**src/rtl/bounded_double_ended_queue_top_defines.svh**
```systemverilog
// assertion macros used by the deque control block
`ifndef BOUNDED_DOUBLE_ENDED_QUEUE_TOP_DEFINES_SVH
`define BOUNDED_DOUBLE_ENDED_QUEUE_TOP_DEFINES_SVH

// consequent checked in the same cycle as the antecedent
`define BDEQ_ASSERT_SAME(label, clk, rst_n, ante, cons, msg) \
    label: assert property (@(posedge clk) disable iff (!rst_n) (ante) |-> (cons)) \
        else $error(msg);

// consequent checked in the cycle after the antecedent
`define BDEQ_ASSERT_NEXT(label, clk, rst_n, ante, cons, msg) \
    label: assert property (@(posedge clk) disable iff (!rst_n) (ante) |=> (cons)) \
        else $error(msg);

`endif

```
**src/rtl/bdeq_pkg.sv**
```systemverilog
`timescale 1ns / 1ps

package bdeq_pkg;

    // sizing defaults
    localparam int DEFAULT_MAX_DEPTH = 1024;
    localparam int WORD_W            = 32;
    localparam int CAP_W             = 11;
    localparam int ACTION_W          = 3;
    localparam int CFG_ADDR_W        = 3;
    localparam int CFG_DATA_W        = 32;

    // register map and reset values
    localparam logic [CFG_ADDR_W-3:0] REG_CAPACITY = '0;
    localparam logic [CAP_W-1:0]      CAP_RESET    = 11'd1024;

    // front and rear value reported for an empty queue
    localparam logic signed [WORD_W-1:0] WORD_NONE = 32'hFFFF_FFFF;

    // action codes
    typedef enum logic [ACTION_W-1:0] {
        ACT_PUSH_FRONT = 3'd0,
        ACT_PUSH_BACK  = 3'd1,
        ACT_POP_FRONT  = 3'd2,
        ACT_POP_BACK   = 3'd3,
        ACT_QUERY      = 3'd4
    } t_action;

    // input word
    typedef struct packed {
        logic [ACTION_W-1:0]      action;
        logic signed [WORD_W-1:0] value;
    } t_in_word;

    // result word
    typedef struct packed {
        logic                     ok;
        logic signed [WORD_W-1:0] front_value;
        logic signed [WORD_W-1:0] rear_value;
        logic                     is_empty;
        logic                     is_full;
    } t_out_word;

    // status of the word waiting for its slot reads
    typedef struct packed {
        logic valid;
        logic ok;
        logic empty;
        logic full;
    } t_stage_status;

endpackage

```
**src/rtl/bdeq_cfg.sv**
```systemverilog
`timescale 1ns / 1ps

module bdeq_cfg
    import bdeq_pkg::*;
(
    input  logic                  i_clk,
    input  logic                  i_rst_n,
    input  logic                  psel,
    input  logic                  penable,
    input  logic                  pwrite,
    input  logic [CFG_ADDR_W-1:0] paddr,
    input  logic [CFG_DATA_W-1:0] pwdata,
    output logic [CFG_DATA_W-1:0] prdata,
    output logic                  pready,
    output logic [CAP_W-1:0]      o_capacity
);

    logic [CAP_W-1:0]        r_capacity;
    logic [CAP_W-1:0]        n_capacity;
    logic                    wr_capacity;
    logic [CFG_ADDR_W-3:0]   reg_index;

    assign reg_index   = paddr[CFG_ADDR_W-1:2];
    assign wr_capacity = psel && penable && pwrite && pready && (reg_index == REG_CAPACITY);

    // capacity register
    always_comb begin
        n_capacity = r_capacity;
        if (wr_capacity) begin
            n_capacity = pwdata[CAP_W-1:0];
        end
    end

    always_ff @(posedge i_clk) begin
        if (!i_rst_n) begin
            r_capacity <= CAP_RESET;
        end else begin
            r_capacity <= n_capacity;
        end
    end

    // read back
    always_comb begin
        prdata = '0;
        if (reg_index == REG_CAPACITY) begin
            prdata = CFG_DATA_W'(r_capacity);
        end
    end

    assign pready     = 1'b1;
    assign o_capacity = r_capacity;

endmodule

```
**config.mk**
```make
export PLATFORM = sky130hd
export DESIGN_NAME = bdeq_cfg
export DESIGN_NICKNAME = d
export VERILOG_FILES = /design/src/rtl/bounded_double_ended_queue_top_defines.svh /design/src/rtl/bdeq_pkg.sv /design/src/rtl/bdeq_cfg.sv
export SDC_FILE = /design/constraint.sdc
export NUM_CORES = 1
export LEC_CHECK = 0
export BUFFER_PORTS_ARGS = -buffer_cell sky130_fd_sc_hd__buf_2
export CAP_MARGIN = 40
export CORE_UTILIZATION = 35
export CTS_CLUSTER_DIAMETER = 50
export DETAILED_ROUTE_END_ITERATION = 12
export PLACE_DENSITY = 0.84
export SYNTH_ARGS = -nofsm -noshare
export SYNTH_HDL_FRONTEND = slang
export SYNTH_SLANG_ARGS = --single-unit
```
**constraint.sdc**
```tcl
create_clock -name i_clk -period 1.3 [get_ports i_clk]
set_input_delay 0.195 -clock i_clk [delete_from_list [all_inputs] [get_ports i_clk]]
set_output_delay 0.195 -clock i_clk [all_outputs]
set_load 0.03 [all_outputs]
```
# --- Word-level counts from Yosys, hierarchy flattened ---
# Index checks and enable logic that the tools add are counted.
word_totals:
  input_bits: 40
  out_inout_bits: 44
  wordCells: 6
  ff_bits: 11
op_classes:
  bitwise_logic: 1
  mux: 1
  n_reduce_logical: 3
ops:
  columns: ["operator", "count"]
  rows:
  - ["11-bit 2-to-1 mux", 1]
  - ["1-bit logical AND", 3]
  - ["1-bit inverter", 1]

# --- Logic depth before layout (Yosys ltp) ---
# Gate-level depths: netlist (run 1).
logic_depth:
  depth_word: 3
  depth_mapped: 3
  mapped_depth_nobuf: 2

# --- Least setup slack after synthesis (run 1) ---
# No wires, ideal clock.
synth_timing:
  path_kind: "register to output"
  startpoint: "register r_capacity[10], in the netlist o_capacity[10]"
  endpoint: "output prdata[10]"
  n_path_buf: 0
  slack_ns: 0.094
  arrival_ns: 1.011
  stages_incl_launch_ff: 2
  cell_sequence: "dfxtp_1 > nor2b_1"
synth_between:
  elab_chain_cells: 1
synth_rtl:
  columns: ["item", "line", "text"]
  rows:
  - ["start, declared", "bdeq_cfg.sv:18", "logic [CAP_W-1:0] r_capacity;"]
  - ["start signal, assigned", "bdeq_cfg.sv:38", "r_capacity <= n_capacity;"]
  - ["11-bit 2-to-1 mux", "bdeq_cfg.sv:45", "if (reg_index == REG_CAPACITY) begin"]
  - ["end, declared", "bdeq_cfg.sv:13", "output logic [CFG_DATA_W-1:0] prdata,"]
# Every way passes these cells.

# --- Worst setup path after layout (run 1) ---
layout_timing:
  startpoint: "register r_capacity[9], in the netlist o_capacity[9]"
  endpoint: "output prdata[9]"
# The elaborated chain is that of the path after synthesis.

==> results of run 1 <==
-- report_power, final --
part | total [uW] | internal (uW) | switching [uW]
clock | 231 | 118 | 112
sequential | 349 | 344 | 4.53
combinational | 190 | 43.3 | 146
total | 769 | 506 | 263
-- worst min-delay path by stage --
stage                                     from  slack (ns)                         end  cells past startpoint
global route                         pwdata[8]        0.18  o_capacity[8]$_SDFFE_PN0P_                      3
finish                               pwdata[1]        0.17  o_capacity[1]$_SDFFE_PN0P_                      3
floorplan                            pwdata[0]        0.34  o_capacity[0]$_SDFFE_PN0P_                      2
detailed placement  o_capacity[2]$_SDFFE_PN0P_        0.45  o_capacity[2]$_SDFFE_PN0P_                      2
global placement                     pwdata[0]        0.44  o_capacity[0]$_SDFFE_PN0P_                      3
CTS                                  pwdata[1]        0.17  o_capacity[1]$_SDFFE_PN0P_                      3
-- placed cells by master, fill, tap and decap left out, drive strengths merged --
master,count
clkbuf,4
and4b,1
dfxtp,11
and2b,1
buf,39
conb,22
nand2,20
mux2i,11
nor2b,12
-- critical path, stage by stage (launching register included) --
cell and delay, ns:
dfxtp_1 0.35, nor2b_1 0.13, buf_2 0.20
-- kinds of logic after synthesis --
group | synth area share, %
buffers and inverters | 28.2
other | 1.06
DFF | 31.0
and+or+nand+nor | 24.2
muxes | 15.5
-- through the flow --
stage                     setup WS [ns]  power, uW  hold slack (ns)  utilization, %
after floorplan                  0.0944        559            0.337               -
after global placement            0.210        543            0.442            44.7
after detailed placement          0.176        547            0.452            44.7
after CTS                         0.137        783            0.167            46.1
after global routing             0.0794        816            0.175            46.1
final                             0.162        769            0.171            46.1
-- routing by layer --
layer / GRT usage, % / up-vias / part of all wire [%]
met5: 0 / - / 0
li1: - / 291 / -
met3: 2.31 / 0 / 10
met4: 3.43 / 0 / 0
met2: 20.0 / 41 / 47
met1: 13.0 / 252 / 42
-- final cells by class --
class / count / area (um^2) / share of cell area (%)
repair buffers: 39 / 198 / 23.5
clock buffers: 4 / 26.3 / 3.13
well taps: 25 / 31.3 / 3.73
multi-input cells: 67 / 364 / 43.4
flip-flops and latches: 11 / 220 / 26.2
==> flow_metrics.tcl, run 1 <==
set metrics [dict create \
    cap_violations 0 \
    dpl.hpwl_um 964 \
    crit_path_start "o_capacity[9]$_SDFFE_PN0P_" \
    nFillCells 189 \
    critPathKind "flip-flop to output port" \
    synth_area_per_cell_um2 8.45 \
    ant_nets 0 \
    grt_max_degree 23 \
    synth_area_um2 709 \
    htreeDepth 1 \
    io_buffer_count 38 \
    synth_warnings 0 \
    final_cells 146 \
    post-route-drc-count 0 \
    outcome "finished clean" \
    postCtsSetupBuffers 0 \
    drt_iter0_drc 0 \
    tns_ns 0 \
    design_area_um2 840 \
    yosysTopAreaCell "dfxtp_1" \
    crit_path_start_kind "flip-flop" \
    fmax_mhz 879 \
    first_pass_iters 1 \
    clk_latency_ns 0.26 \
    rr_worst_depth 2 \
    power.density_mw_per_mm2 916 \
    ir_drop_mv 0.463 \
    cts_tree "built" \
    worst-path-max-fanout 3 \
    synth_top_area_share_pct 31.0 \
    synth-async-reset-ratio_pct 0 \
    ios 84 \
    post_drt_wl_per_cell_um 8.47 \
    cts_resized 0 \
    grt_overflow 0 \
    largest_register_ffs 11 \
    syn-instance-count 84 \
    cts_buffers 3 \
    layout_min_cycle_time_ns 1.14 \
    slew_violations 0 \
    yosysUniqueCellTypes 10 \
    power_leakage_uw 0.000451 \
    cp-end-kind "output port" \
    rr_startpoint "o_capacity[6]$_SDFFE_PN0P_" \
    clock_path_buffers 2 \
    reg2reg_to "o_capacity[6]$_SDFFE_PN0P_" \
    num_vias 584 \
    drt-total-wl_um 1240 \
    start_util_pct 39.0 \
    synth_edf_count 0 \
    placed_area_um2 813 \
    rsz0062_at_grt "false" \
    path_clk_slew_ns 0.07 \
    die_w_um 47.0 \
    setup_viol 0 \
    clock_sinks 11 \
    track_usage_pct 11.1 \
    ys_ff_latch 11 \
    synth.area.top_cells "dfxtp_1 31%, buf_4 23%, mux2i_1 16%" \
    row_count 15 \
    cp-endpoint "prdata[9]" \
    hold_viol 0 \
    r2r_slack_ns 0.69 \
    gp_congestion 0.647 \
    critPathArrivalTime_ns 0.94 \
    area_delta_synth_final_pct 18.3 \
    post-synth-top-count-cell "buf_4" \
    grt_pass1_vias 436 \
    period_share_pct 87.5 \
    clock-skew-final_ns 0 \
    die-area_mm2 0.00221 \
    yosys_most_used_dff "dfxtp_1" \
    yosysSeqAreaShare_pct 31.0 \
    n_antenna_cell 0 \
    dp.cells 142 \
    viasPerCell 4.00 \
    cts_root_buf "clkbuf_4" \
    num-nets-final 162 \
    antenna_found_initial 0 \
    worstHoldPathType "primary input to flip-flop" \
    drive_gt1_share_pct 35.5 \
    grt_pass1_wl_um 1700 \
    ctsHoldBuffers 0 \
    core-area_mm2 0.00182 \
    synthTopCellsByCount "22 x buf_4, 20 x nand2_1, 12 x nor2b_1" \
    crit_required_ns 1.11 \
    die_h_um 47.0 \
]
Power figures use the tool's default switching activity.
==> inputs of run 2 (changes only) <==
CORE_MARGIN = 2   (was not set)
==> run 2 against run 1 <==
Against the previous run: global-route usage up 0.27 points; sequential share of layout area down 0.078 points; design area up 0.30%; clock power up 2%; first-iteration DRC count up 5; die area up 8.7%; fmax up 0.39%; critical path type unchanged; largest cell class unchanged; highest routed layer unchanged.
==> flow_metrics.tcl, run 2 (synthesis gave the netlist of run 1 again) <==
set metrics [dict create \
    outcome "finished clean" \
    path_clk_slew_ns 0.07 \
    rsz0062_at_grt "false" \
    r2r_slack_ns 0.68 \
    postCtsSetupBuffers 0 \
    slew_violations 0 \
    dpl.hpwl_um 1050 \
    die-area_mm2 0.00240 \
    clock_sinks 11 \
    num-nets-final 162 \
    setup_ws_ns 0.167 \
    num_vias 581 \
    start_util_pct 36.5 \
    critPathArrivalTime_ns 0.94 \
    cap_violations 0 \
    cts_resized 0 \
    power_leakage_uw 0.000451 \
    worstHoldPathType "primary input to flip-flop" \
    power.density_mw_per_mm2 918 \
    tns_ns 0 \
    grt_pass1_vias 482 \
    grt_pass1_wl_um 2090 \
    worst-path-max-fanout 3 \
    io_buffer_count 38 \
    ios 84 \
    drive_gt1_share_pct 35.5 \
    viasPerCell 3.93 \
    fin_util_pct 43.4 \
    setup_viol 0 \
    period_share_pct 87.2 \
    layout_min_cycle_time_ns 1.13 \
    largest_register_ffs 11 \
    cp-endpoint "prdata[1]" \
    cts_tree "built" \
    antenna_found_initial 0 \
    ir_drop_mv 0.430 \
    core-area_mm2 0.00194 \
    gp_congestion 0.655 \
    die_h_um 49.0 \
    clock_path_buffers 2 \
    fmax_mhz 883 \
    n_antenna_cell 0 \
    critPathKind "flip-flop to output port" \
    cp-end-kind "output port" \
    grt_max_degree 23 \
    dp_slack_ns 0.134 \
    clock-skew-final_ns 0 \
    grt_overflow 0 \
    rr_worst_depth 2 \
    post-route-drc-count 0 \
    htreeDepth 1 \
    track_usage_pct 11.3 \
    ant_nets 0 \
    ctsHoldBuffers 0 \
    drt_iter0_drc 5 \
    die_w_um 49.0 \
    crit_path_start_kind "flip-flop" \
    crit_required_ns 1.11 \
    clk_latency_ns 0.26 \
    first_pass_iters 2 \
    nFillCells 223 \
    layout_common_cells "38 x buf_2, 22 x conb_1, 20 x nand2_1" \
    hold_viol 0 \
    final_common_cell "buf_2" \
    cts_root_buf "clkbuf_4" \
    rr_startpoint "o_capacity[7]$_SDFFE_PN0P_" \
    reg2reg_to "o_capacity[7]$_SDFFE_PN0P_" \
    drt-total-wl_um 1310 \
    post_drt_wl_per_cell_um 8.84 \
    row_count 16 \
    cts_buffers 3 \
    crit_path_start "o_capacity[1]$_SDFFE_PN0P_" \
    area_delta_synth_final_pct 18.7 \
]
-- run 2: cell counts in the layout (fill, tap and decap cells not counted) --
No cell type changed its count.
-- run 2: how the worst min path moves through the flow --
stage	start	to	slack, ns	cells after the start
after floorplan	pwdata[0]	o_capacity[0]$_SDFFE_PN0P_	0.34	2
after global placement	pwdata[2]	o_capacity[2]$_SDFFE_PN0P_	0.44	3
after detailed placement	pwdata[1]	o_capacity[1]$_SDFFE_PN0P_	0.45	3
after CTS	pwdata[1]	o_capacity[1]$_SDFFE_PN0P_	0.16	3
after global routing	pwdata[7]	o_capacity[7]$_SDFFE_PN0P_	0.17	3
final	pwdata[1]	o_capacity[1]$_SDFFE_PN0P_	0.17	3
-- run 2: metal layers --
metal / global-route usage (%) / part of all wire, % / up-vias
li1: - / - / 291
met1: 12.5 / 42 / 249
met2: 19.9 / 47 / 41
met3: 5.83 / 11 / 0
met4: 1.43 / 0 / 0
met5: 0 / 0 / -
-- run 2: through the flow --
stage          hold WS [ns]  cell area [um^2]  power (uW)  cells
6_report              0.169               842         773    148
5_1_grt               0.166               842         818    148
4_1_cts               0.161               842         788    148
3_5_place_dp          0.450               816         547    144
3_3_place_gp          0.442               816         543    144
2_1_floorplan         0.337               785         559    104
-- run 2: area by class of cell --
cell class	count	area, um^2	share of cell area, %
clock buffers	4	26.3	3.12
well taps	27	33.8	4.01
multi-input cells	67	364	43.2
flip-flops and latches	11	220	26.2
repair buffers	39	198	23.5
-- run 2: power by group --
part	total (uW)	leakage (uW)	switching, uW	internal [uW]
Clock	235	0.0000150	116	119
Sequential	349	0.0000891	4.38	344
Combinational	190	0.000347	146	43.3
-- run 2: worst max-delay path, stage by stage (launching register included) --
cell and delay, ns:
dfxtp_1 0.35, nor2b_1 0.13, buf_2 0.20
