## src/rtl/bounded_double_ended_queue_top_defines.svh

```systemverilog
// assertion macros used by the deque control block
`ifndef BOUNDED_DOUBLE_ENDED_QUEUE_TOP_DEFINES_SVH
`define BOUNDED_DOUBLE_ENDED_QUEUE_TOP_DEFINES_SVH

// consequent checked in the same cycle as the antecedent
`define BDEQ_ASSERT_SAME(label, clk, rst_n, ante, cons, msg) \
    label: assert property (@(posedge clk) disable iff (!rst_n) (ante) |-> (cons)) \
        else $error(msg);

// consequent checked in the cycle after the antecedent
`define BDEQ_ASSERT_NEXT(label, clk, rst_n, ante, cons, msg) \
    label: assert property (@(posedge clk) disable iff (!rst_n) (ante) |=> (cons)) \
        else $error(msg);

`endif

```

## src/rtl/bdeq_pkg.sv

```systemverilog
`timescale 1ns / 1ps

package bdeq_pkg;

    // sizing defaults
    localparam int DEFAULT_MAX_DEPTH = 1024;
    localparam int WORD_W            = 32;
    localparam int CAP_W             = 11;
    localparam int ACTION_W          = 3;
    localparam int CFG_ADDR_W        = 3;
    localparam int CFG_DATA_W        = 32;

    // register map and reset values
    localparam logic [CFG_ADDR_W-3:0] REG_CAPACITY = '0;
    localparam logic [CAP_W-1:0]      CAP_RESET    = 11'd1024;

    // front and rear value reported for an empty queue
    localparam logic signed [WORD_W-1:0] WORD_NONE = 32'hFFFF_FFFF;

    // action codes
    typedef enum logic [ACTION_W-1:0] {
        ACT_PUSH_FRONT = 3'd0,
        ACT_PUSH_BACK  = 3'd1,
        ACT_POP_FRONT  = 3'd2,
        ACT_POP_BACK   = 3'd3,
        ACT_QUERY      = 3'd4
    } t_action;

    // input word
    typedef struct packed {
        logic [ACTION_W-1:0]      action;
        logic signed [WORD_W-1:0] value;
    } t_in_word;

    // result word
    typedef struct packed {
        logic                     ok;
        logic signed [WORD_W-1:0] front_value;
        logic signed [WORD_W-1:0] rear_value;
        logic                     is_empty;
        logic                     is_full;
    } t_out_word;

    // status of the word waiting for its slot reads
    typedef struct packed {
        logic valid;
        logic ok;
        logic empty;
        logic full;
    } t_stage_status;

endpackage

```

## src/rtl/bdeq_ctrl.sv

```systemverilog
`timescale 1ns / 1ps

`include "bounded_double_ended_queue_top_defines.svh"

module bdeq_ctrl
    import bdeq_pkg::*;
#(
    parameter int MAX_DEPTH = DEFAULT_MAX_DEPTH,
    parameter int IDX_W     = $clog2(DEFAULT_MAX_DEPTH),
    parameter int CNT_W     = $clog2(DEFAULT_MAX_DEPTH + 1)
) (
    input  logic                     i_clk,
    input  logic                     i_rst_n,
    input  logic                     i_in_valid,
    input  t_in_word                 i_in_word,
    output logic                     o_in_ready,
    input  logic [CAP_W-1:0]         i_capacity,
    input  logic                     i_adv,
    output t_stage_status            o_status,
    output logic [IDX_W-1:0]         o_front_idx,
    output logic [IDX_W-1:0]         o_rear_idx,
    output logic                     o_wr_en,
    output logic [IDX_W-1:0]         o_wr_addr,
    output logic signed [WORD_W-1:0] o_wr_data
);

    localparam int CMP_W = (CNT_W > CAP_W) ? CNT_W : CAP_W;

    logic [IDX_W-1:0] r_front;
    logic [IDX_W-1:0] n_front;
    logic [IDX_W-1:0] r_rear;
    logic [IDX_W-1:0] n_rear;
    logic [CNT_W-1:0] r_count;
    logic [CNT_W-1:0] n_count;
    t_stage_status    r_status;
    t_stage_status    n_status;

    logic             accept;
    logic [CMP_W-1:0] cap_eff;
    logic             full_now;
    logic             ok;
    logic             wr_en;
    logic [IDX_W-1:0] wr_addr;
    logic [IDX_W-1:0] front_prev;
    logic [IDX_W-1:0] front_next;
    logic [IDX_W-1:0] rear_prev;
    logic [IDX_W-1:0] rear_next;

    assign o_in_ready = !r_status.valid || i_adv;
    assign accept     = i_in_valid && o_in_ready;

    // capacity in effect saturates at the ring depth
    always_comb begin
        cap_eff = CMP_W'(i_capacity);
        if (CMP_W'(i_capacity) > CMP_W'(MAX_DEPTH)) begin
            cap_eff = CMP_W'(MAX_DEPTH);
        end
    end

    assign full_now = CMP_W'(r_count) >= cap_eff;

    // ring index neighbors
    assign front_prev = (r_front == '0) ? IDX_W'(MAX_DEPTH - 1) : r_front - 1'b1;
    assign front_next = (r_front == IDX_W'(MAX_DEPTH - 1)) ? '0 : r_front + 1'b1;
    assign rear_prev  = (r_rear == '0) ? IDX_W'(MAX_DEPTH - 1) : r_rear - 1'b1;
    assign rear_next  = (r_rear == IDX_W'(MAX_DEPTH - 1)) ? '0 : r_rear + 1'b1;

    // action decode and index update
    always_comb begin
        n_front = r_front;
        n_rear  = r_rear;
        n_count = r_count;
        ok      = 1'b0;
        wr_en   = 1'b0;
        wr_addr = r_front;
        case (i_word_action(i_in_word))
            ACT_PUSH_FRONT: begin
                ok = !full_now;
                if (ok) begin
                    wr_en   = 1'b1;
                    n_count = r_count + 1'b1;
                    if (r_count == '0) begin
                        n_rear = r_front;
                    end else begin
                        n_front = front_prev;
                        wr_addr = front_prev;
                    end
                end
            end
            ACT_PUSH_BACK: begin
                ok = !full_now;
                if (ok) begin
                    wr_en   = 1'b1;
                    n_count = r_count + 1'b1;
                    if (r_count == '0) begin
                        n_rear = r_front;
                    end else begin
                        n_rear  = rear_next;
                        wr_addr = rear_next;
                    end
                end
            end
            ACT_POP_FRONT: begin
                ok = r_count != '0;
                if (ok) begin
                    n_count = r_count - 1'b1;
                    if (r_count > CNT_W'(1)) begin
                        n_front = front_next;
                    end
                end
            end
            ACT_POP_BACK: begin
                ok = r_count != '0;
                if (ok) begin
                    n_count = r_count - 1'b1;
                    if (r_count > CNT_W'(1)) begin
                        n_rear = rear_prev;
                    end
                end
            end
            ACT_QUERY: begin
                ok = 1'b1;
            end
            default: begin
                ok = 1'b0;
            end
        endcase
    end

    // status of the word waiting for its slot reads
    always_comb begin
        n_status = r_status;
        if (accept) begin
            n_status.valid = 1'b1;
            n_status.ok    = ok;
            n_status.empty = n_count == '0;
            n_status.full  = CMP_W'(n_count) >= cap_eff;
        end else if (i_adv) begin
            n_status.valid = 1'b0;
        end
    end

    always_ff @(posedge i_clk) begin
        if (!i_rst_n) begin
            r_front  <= '0;
            r_rear   <= '0;
            r_count  <= '0;
            r_status <= '0;
        end else begin
            r_status <= n_status;
            if (accept) begin
                r_front <= n_front;
                r_rear  <= n_rear;
                r_count <= n_count;
            end
        end
    end

    assign o_status    = r_status;
    assign o_front_idx = r_front;
    assign o_rear_idx  = r_rear;
    assign o_wr_en     = accept && wr_en;
    assign o_wr_addr   = wr_addr;
    assign o_wr_data   = i_in_word.value;

    // action field of an input word as an action code
    function automatic t_action i_word_action(input t_in_word word);
        return t_action'(word.action);
    endfunction

    // checks
    `BDEQ_ASSERT_NEXT(a_push_counts, i_clk, i_rst_n,
        o_wr_en, r_count == $past(r_count) + 1'b1,
        "successful push did not raise the entry count")
    `BDEQ_ASSERT_SAME(a_single_entry, i_clk, i_rst_n,
        r_count == CNT_W'(1), r_front == r_rear,
        "single entry but front and rear slots differ")
    `BDEQ_ASSERT_SAME(a_write_on_push, i_clk, i_rst_n,
        o_wr_en, accept && (i_in_word.action == ACT_PUSH_FRONT ||
        i_in_word.action == ACT_PUSH_BACK),
        "slot written without an accepted push")

endmodule

```

## config.mk

```make
export PLATFORM = sky130hd
export DESIGN_NAME = bdeq_ctrl
export DESIGN_NICKNAME = d
export VERILOG_FILES = /design/src/rtl/bdeq_pkg.sv /design/src/rtl/bdeq_ctrl.sv
export VERILOG_INCLUDE_DIRS = /design/src /design/src/rtl
export SDC_FILE = /design/constraint.sdc
export NUM_CORES = 1
export LEC_CHECK = 0
export BUFFER_PORTS_ARGS = -buffer_cell sky130_fd_sc_hd__buf_2
export CORE_UTILIZATION = 50
export CTS_BUF_LIST = sky130_fd_sc_hd__clkbuf_4
export CTS_CLUSTER_DIAMETER = 60
export DETAILED_ROUTE_END_ITERATION = 8
export PLACE_DENSITY_LB_ADDON = 0.1
export RECOVER_POWER = 100
export SLEW_MARGIN = 10
export SYNTH_ARGS = -nofsm -noshare
export SYNTH_HDL_FRONTEND = slang
export SYNTH_SLANG_ARGS = --single-unit
```

## constraint.sdc

```tcl
create_clock -name i_clk -period 8.8 [get_ports i_clk]
set_input_delay 1.76 -clock i_clk [delete_from_list [all_inputs] [get_ports i_clk]]
set_output_delay 1.76 -clock i_clk [all_outputs]
set_load 0.03 [all_outputs]
```

Word-level counts from Yosys, hierarchy flattened
Index checks and enable logic that the tools add are counted.
{"block": "op_classes", "n_eq_ne": 13, "order_cmp": 4, "n_mux": 27, "n_addsub": 6, "n_reduce_logical": 18}
{"operator": "two-way mux 10 bit", "n": 15}
{"operator": "case mux 10 bit (2 select lines)", "n": 2}
{"operator": "two-way mux 11 bit", "n": 3}
{"operator": "case mux 10 bit (3 select lines)", "n": 1}
{"operator": "greater-or-equal comparator 11 bit", "n": 2}
{"operator": "zero test 11 bit", "n": 2}
{"operator": "case mux 11 bit (2 select lines)", "n": 1}
{"operator": "adder 10 x 1 -> 10 bit, second input constant", "n": 2}
{"operator": "== test 10 bit, second input constant", "n": 2}
{"operator": "zero test 10 bit", "n": 2}
{"operator": "subtractor 10 x 1 -> 10 bit, second input constant", "n": 2}
{"operator": "!= test 2 bit, second input constant", "n": 7}
{"operator": "adder 11 x 1 -> 11 bit, second input constant", "n": 1}
{"operator": "> comparator 11 x 1 -> 1 bit, second input constant", "n": 1}
{"operator": "> comparator 11 bit, second input constant", "n": 1}
{"operator": "nonzero test 11 bit", "n": 1}
{"operator": "subtractor 11 x 1 -> 11 bit, second input constant", "n": 1}
{"operator": "AND reduction 7 bit", "n": 1}
{"operator": "== test 3 x 2 -> 1 bit, second input constant", "n": 2}
{"operator": "two-way mux 1 bit", "n": 4}
{"operator": "AND reduction 4 bit", "n": 1}
{"operator": "nonzero test 2 bit", "n": 2}
{"operator": "OR reduction 2 bit", "n": 2}
{"operator": "== test 3 x 1 -> 1 bit, second input constant", "n": 1}
{"operator": "other kinds (7)", "n": 9}
{"block": "word_totals", "wordCells": 75, "in_bits": 50, "out_inout_bits": 68, "reg_bits": 35}

Longest topological paths before layout
{"block": "depth", "word_depth": 6, "ltp_mapped": 18, "mapped_depth_nobuf": 17}

Worst setup path before layout
No wires, ideal clock.
{"block": "synth_timing", "kind": "input to output", "from": "input i_capacity[10]", "to": "output o_wr_addr[9]", "slack_ns": 2.725, "required_ns": 7.040, "t_arrival_ns": 4.315, "n_path_buf": 1, "cell_stages": 12, "cell_sequence": "clkinv_1 > nand2_1 > ha_1 > a21o_1 > a22o_1 > a2111oi_4 > buf_4 > nor2_2 > nor2_1 > a31o_2 > nand2_1 > o211ai_1"}
{"block": "synth_via", "elab_chain_len": 5, "word_cells_on_any_way": 6, "cone_classes": "order compare (2); mux (4)"}
{"item": "start, declared", "line": "bdeq_ctrl.sv:17", "text": "input logic [CAP_W-1:0] i_capacity,"}
{"item": "> comparator 11 bit", "line": "bdeq_ctrl.sv:55", "text": "if (CMP_W'(i_capacity) > CMP_W'(MAX_DEPTH)) begin"}
{"item": "two-way mux 11 bit (*)", "line": "bdeq_ctrl.sv:55"}
{"item": "greater-or-equal comparator 11 bit (*)", "line": "bdeq_ctrl.sv:60", "text": "assign full_now = CMP_W'(r_count) >= cap_eff;"}
{"item": "two-way mux 10 bit (on tied branches)", "line": "bdeq_ctrl.sv:92, bdeq_ctrl.sv:79"}
{"item": "case mux 10 bit (2 select lines) (*)", "line": "bdeq_ctrl.sv:76", "text": "case (i_word_action(i_in_word))"}
{"item": "end, declared", "line": "bdeq_ctrl.sv:23", "text": "output logic [IDX_W-1:0] o_wr_addr,"}
Every way passes the cells marked *; elsewhere a longest branch is shown, timed or not.

Worst setup path in the final report
{"block": "layout_timing", "from": "input i_capacity[10]", "to": "output o_wr_addr[7]"}
Same word-level chain as after synthesis.

==> results.json <==
{
  "status": "completed",
  "worst_slack_ps": 1520,
  "synth_top_family_by_area": "compound AO/OA/AOI/OAI gates",
  "vias_per_cell": 6.25,
  "synthToLayoutAreaGrowth_pct": -2.01,
  "dr.pass1.iters": 5,
  "overflow": 0,
  "peakVddDrop_uv": 75.5,
  "fp.dieH_um": 94.0,
  "synth_edf_count": 0,
  "ant_nets": 0,
  "power.density_nw_per_um2": 144,
  "period_share": 0.827,
  "cts.sinks": 35,
  "cp.required_ps": 7040,
  "ys_async_sr_fraction": 0,
  "core.rowCount": 33,
  "ff2ff_setup_slack_ps": 3870,
  "drive_above_1_share": 0.0687,
  "design_area_um2": 4150,
  "cts_buffer_depth": 2,
  "avgSynthCellArea_um2": 7.06,
  "wl_um": 12000,
  "hold_viol": 0,
  "fp.coreArea_um2": 8220,
  "clock_skew_ps": 8.56,
  "grt_pass1_wl_um": 20000,
  "gp_congestion": 0.880,
  "cts-resized-gates": 0,
  "cp_data_arrival_time_ps": 5520,
  "cts-root-buf": "clkbuf_4",
  "cts_buffers": 5,
  "pre_cts_ws_ps": 1910,
  "grt_usage": 0.286,
  "slew-limit-headroom": 0.0310,
  "whs_ps": 555,
  "timing.final.max_slew_violations": 0,
  "syn_area_um2": 4240,
  "detail_route.wl_per_cell_um": 17.5,
  "yosysWarnings": 0,
  "maxCapViolations": 0,
  "synth_seq_cells": 35,
  "synthCells": 600,
  "h-tree-depth": 2,
  "io_buffers": 53,
  "setup-violations-final": 0,
  "worst_slew_pin_slew_ps": 1450,
  "start_kind": "primary input",
  "muxShareOfSynthArea": 0.00236,
  "layout_min_cycle_time_ps": 7280,
  "synthAdderAreaFrac": 0.0886,
  "hold_class": "reg -> reg",
  "synth-simple-area-share": 0.263,
  "drt_iter0_markers": 323,
  "ioPinCount": 118,
  "start_util": 0.515,
  "fin_nets": 663,
  "final.fill_count": 870,
  "ys.flop_type": "dfxtp_1",
  "grt_pass1_vias": 3869,
  "antenna_found_initial": 0,
  "cts_tree": "built",
  "grt_start_max_net_pins": 22,
  "diodes": 0,
  "fmax_mhz": 137,
  "hpwl_um": 8940,
  "synth.distinct_cells": 79,
  "synthXorXnorAreaFrac": 0.0641,
  "post_cts_buffers": 0,
  "die_w_um": 94.0,
  "crit_type": "in -> out",
  "fin_setup_tns_ps": 0,
  "die-area_um2": 8840,
  "placed_cell_area_um2": 4160,
  "clk_pin_slew_ps": 100,
  "rsz0062_at_grt": "false",
  "syn_nets": 680,
  "end_kind": "primary output",
  "crit_fanout": 16,
  "yosysSeqAreaShare": 0.165,
  "cellLeakagePower_nw": 1.62,
  "num_vias": 4295,
  "clock_latency_ps": 340,
  "cts_hold_buf": 0,
  "drc": 0,
  "synth_compound_area_frac": 0.287,
  "finalPower_uw": 596
}
==> per-stage QoR <==
step	util	cells
floorplan	-	600
CTS	0.512	687
finish	0.505	687
global route	0.505	687
detailed placement	0.506	681
global placement	0.506	681
==> placed cells by master, fill, tap and decap left out, drive strengths merged, types with 11 or more instances in the layout <==
cell and count:
nor2 55, nand3 21, clkbuf 44, inv 14
dfxtp 35, and3 14, nand2 62, a31oi 11
xnor2 16, buf 17, nor3 17, ha 30
a211oi 11, o21ai 56, a21oi 44, xor2 15
==> cells in the mapped netlist (all sizes together), types with 4 or more instances <==
master   n  area [µm²]
nor2b    6        37.5
nand2   62         233
o21a     5        37.5
clkbuf  32         145
or2      4        25.0
inv     14        52.6
nor2    55         209
ha      30         375
buf     46         330
nand4    6        37.5
o211ai   7        52.6
nand3   21         110
xor2    15         131
o21ai   56         292
a311oi   4        35.0
a21o     5        38.8
and3    14        87.6
xnor2   16         140
nor3    17        90.1
a31oi   11        68.8
dfxtp   35         701
a211oi  11        82.6
o31a     4        35.0
nand2b   7        43.8
nor4     4        31.3
or3      7        45.1
o22ai    6        37.5
a21oi   44         224
nor3b    5        42.5
and2     7        45.1
==> layout make-up <==
cell class | count | area (µm²) | share of cell area
Clock buffer | 6 | 45.0 | 0.0109
Inverter | 16 | 60.1 | 0.0145
Multi-Input combinational cell | 470 | 2980 | 0.718
Sequential cell | 35 | 701 | 0.169
Tap cell | 105 | 131 | 0.0317
Timing Repair Buffer | 55 | 233 | 0.0561
==> sequential cells by signal, summed over array words and instances (netlist names) <==
name and count:
o_rear_idx 10, r_count 11, o_front_idx 10, o_status 4
==> worst max-delay path, cell delays in order <==
cell and delay, ps:
clkbuf_1 120, clkinv_1 270, nand2_1 190, ha_1 250, a21o_1 180, a22o_1 250, a2111oi_4 750, or2_0 710
a31oi_1 230, a311oi_1 310, a211o_1 170, clkbuf_1 310
==> final timing paths <==
check | from | endpoint | depth (start not counted)
hold reg to reg | o_status[3] | o_status[3] | 2
hold / removal | o_status[3] | o_status[3] | 2
setup reg to reg | r_count[6] | o_status[0] | 15
setup / recovery | i_capacity[10] | o_wr_addr[7] | 12
==> metal layers <==
layer  GRT usage  vias up  wire length (µm)
met5           0        -                 0
met4      0.0551        0                96
met3      0.0518        9               947
met2       0.422      193              5070
met1       0.428     2001              5900
li1            -     2092                 -
==> power by group <==
part / switching (mW) / leakage (nW) / internal [mW]
Combinational: 0.200 / 1.30 / 0.115
Sequential: 0.0258 / 0.285 / 0.169
Clock: 0.0551 / 0.0276 / 0.0316
Total: 0.281 / 1.62 / 0.316
==> logic make-up (layout without fill, tap and decap cells) <==
kind of cell             count (synthesis)  in the layout
XOR/XNOR                                31             31
AO/OA/AOI/OAI                          185            185
AND/OR/NAND/NOR                        223            223
flip-flops                              35             35
adder cells (fa/ha/maj)                 30             30
buffers and inverters                   95             77
multiplexers                             1              1
Note: power is estimated with default switching activity, not from simulation.
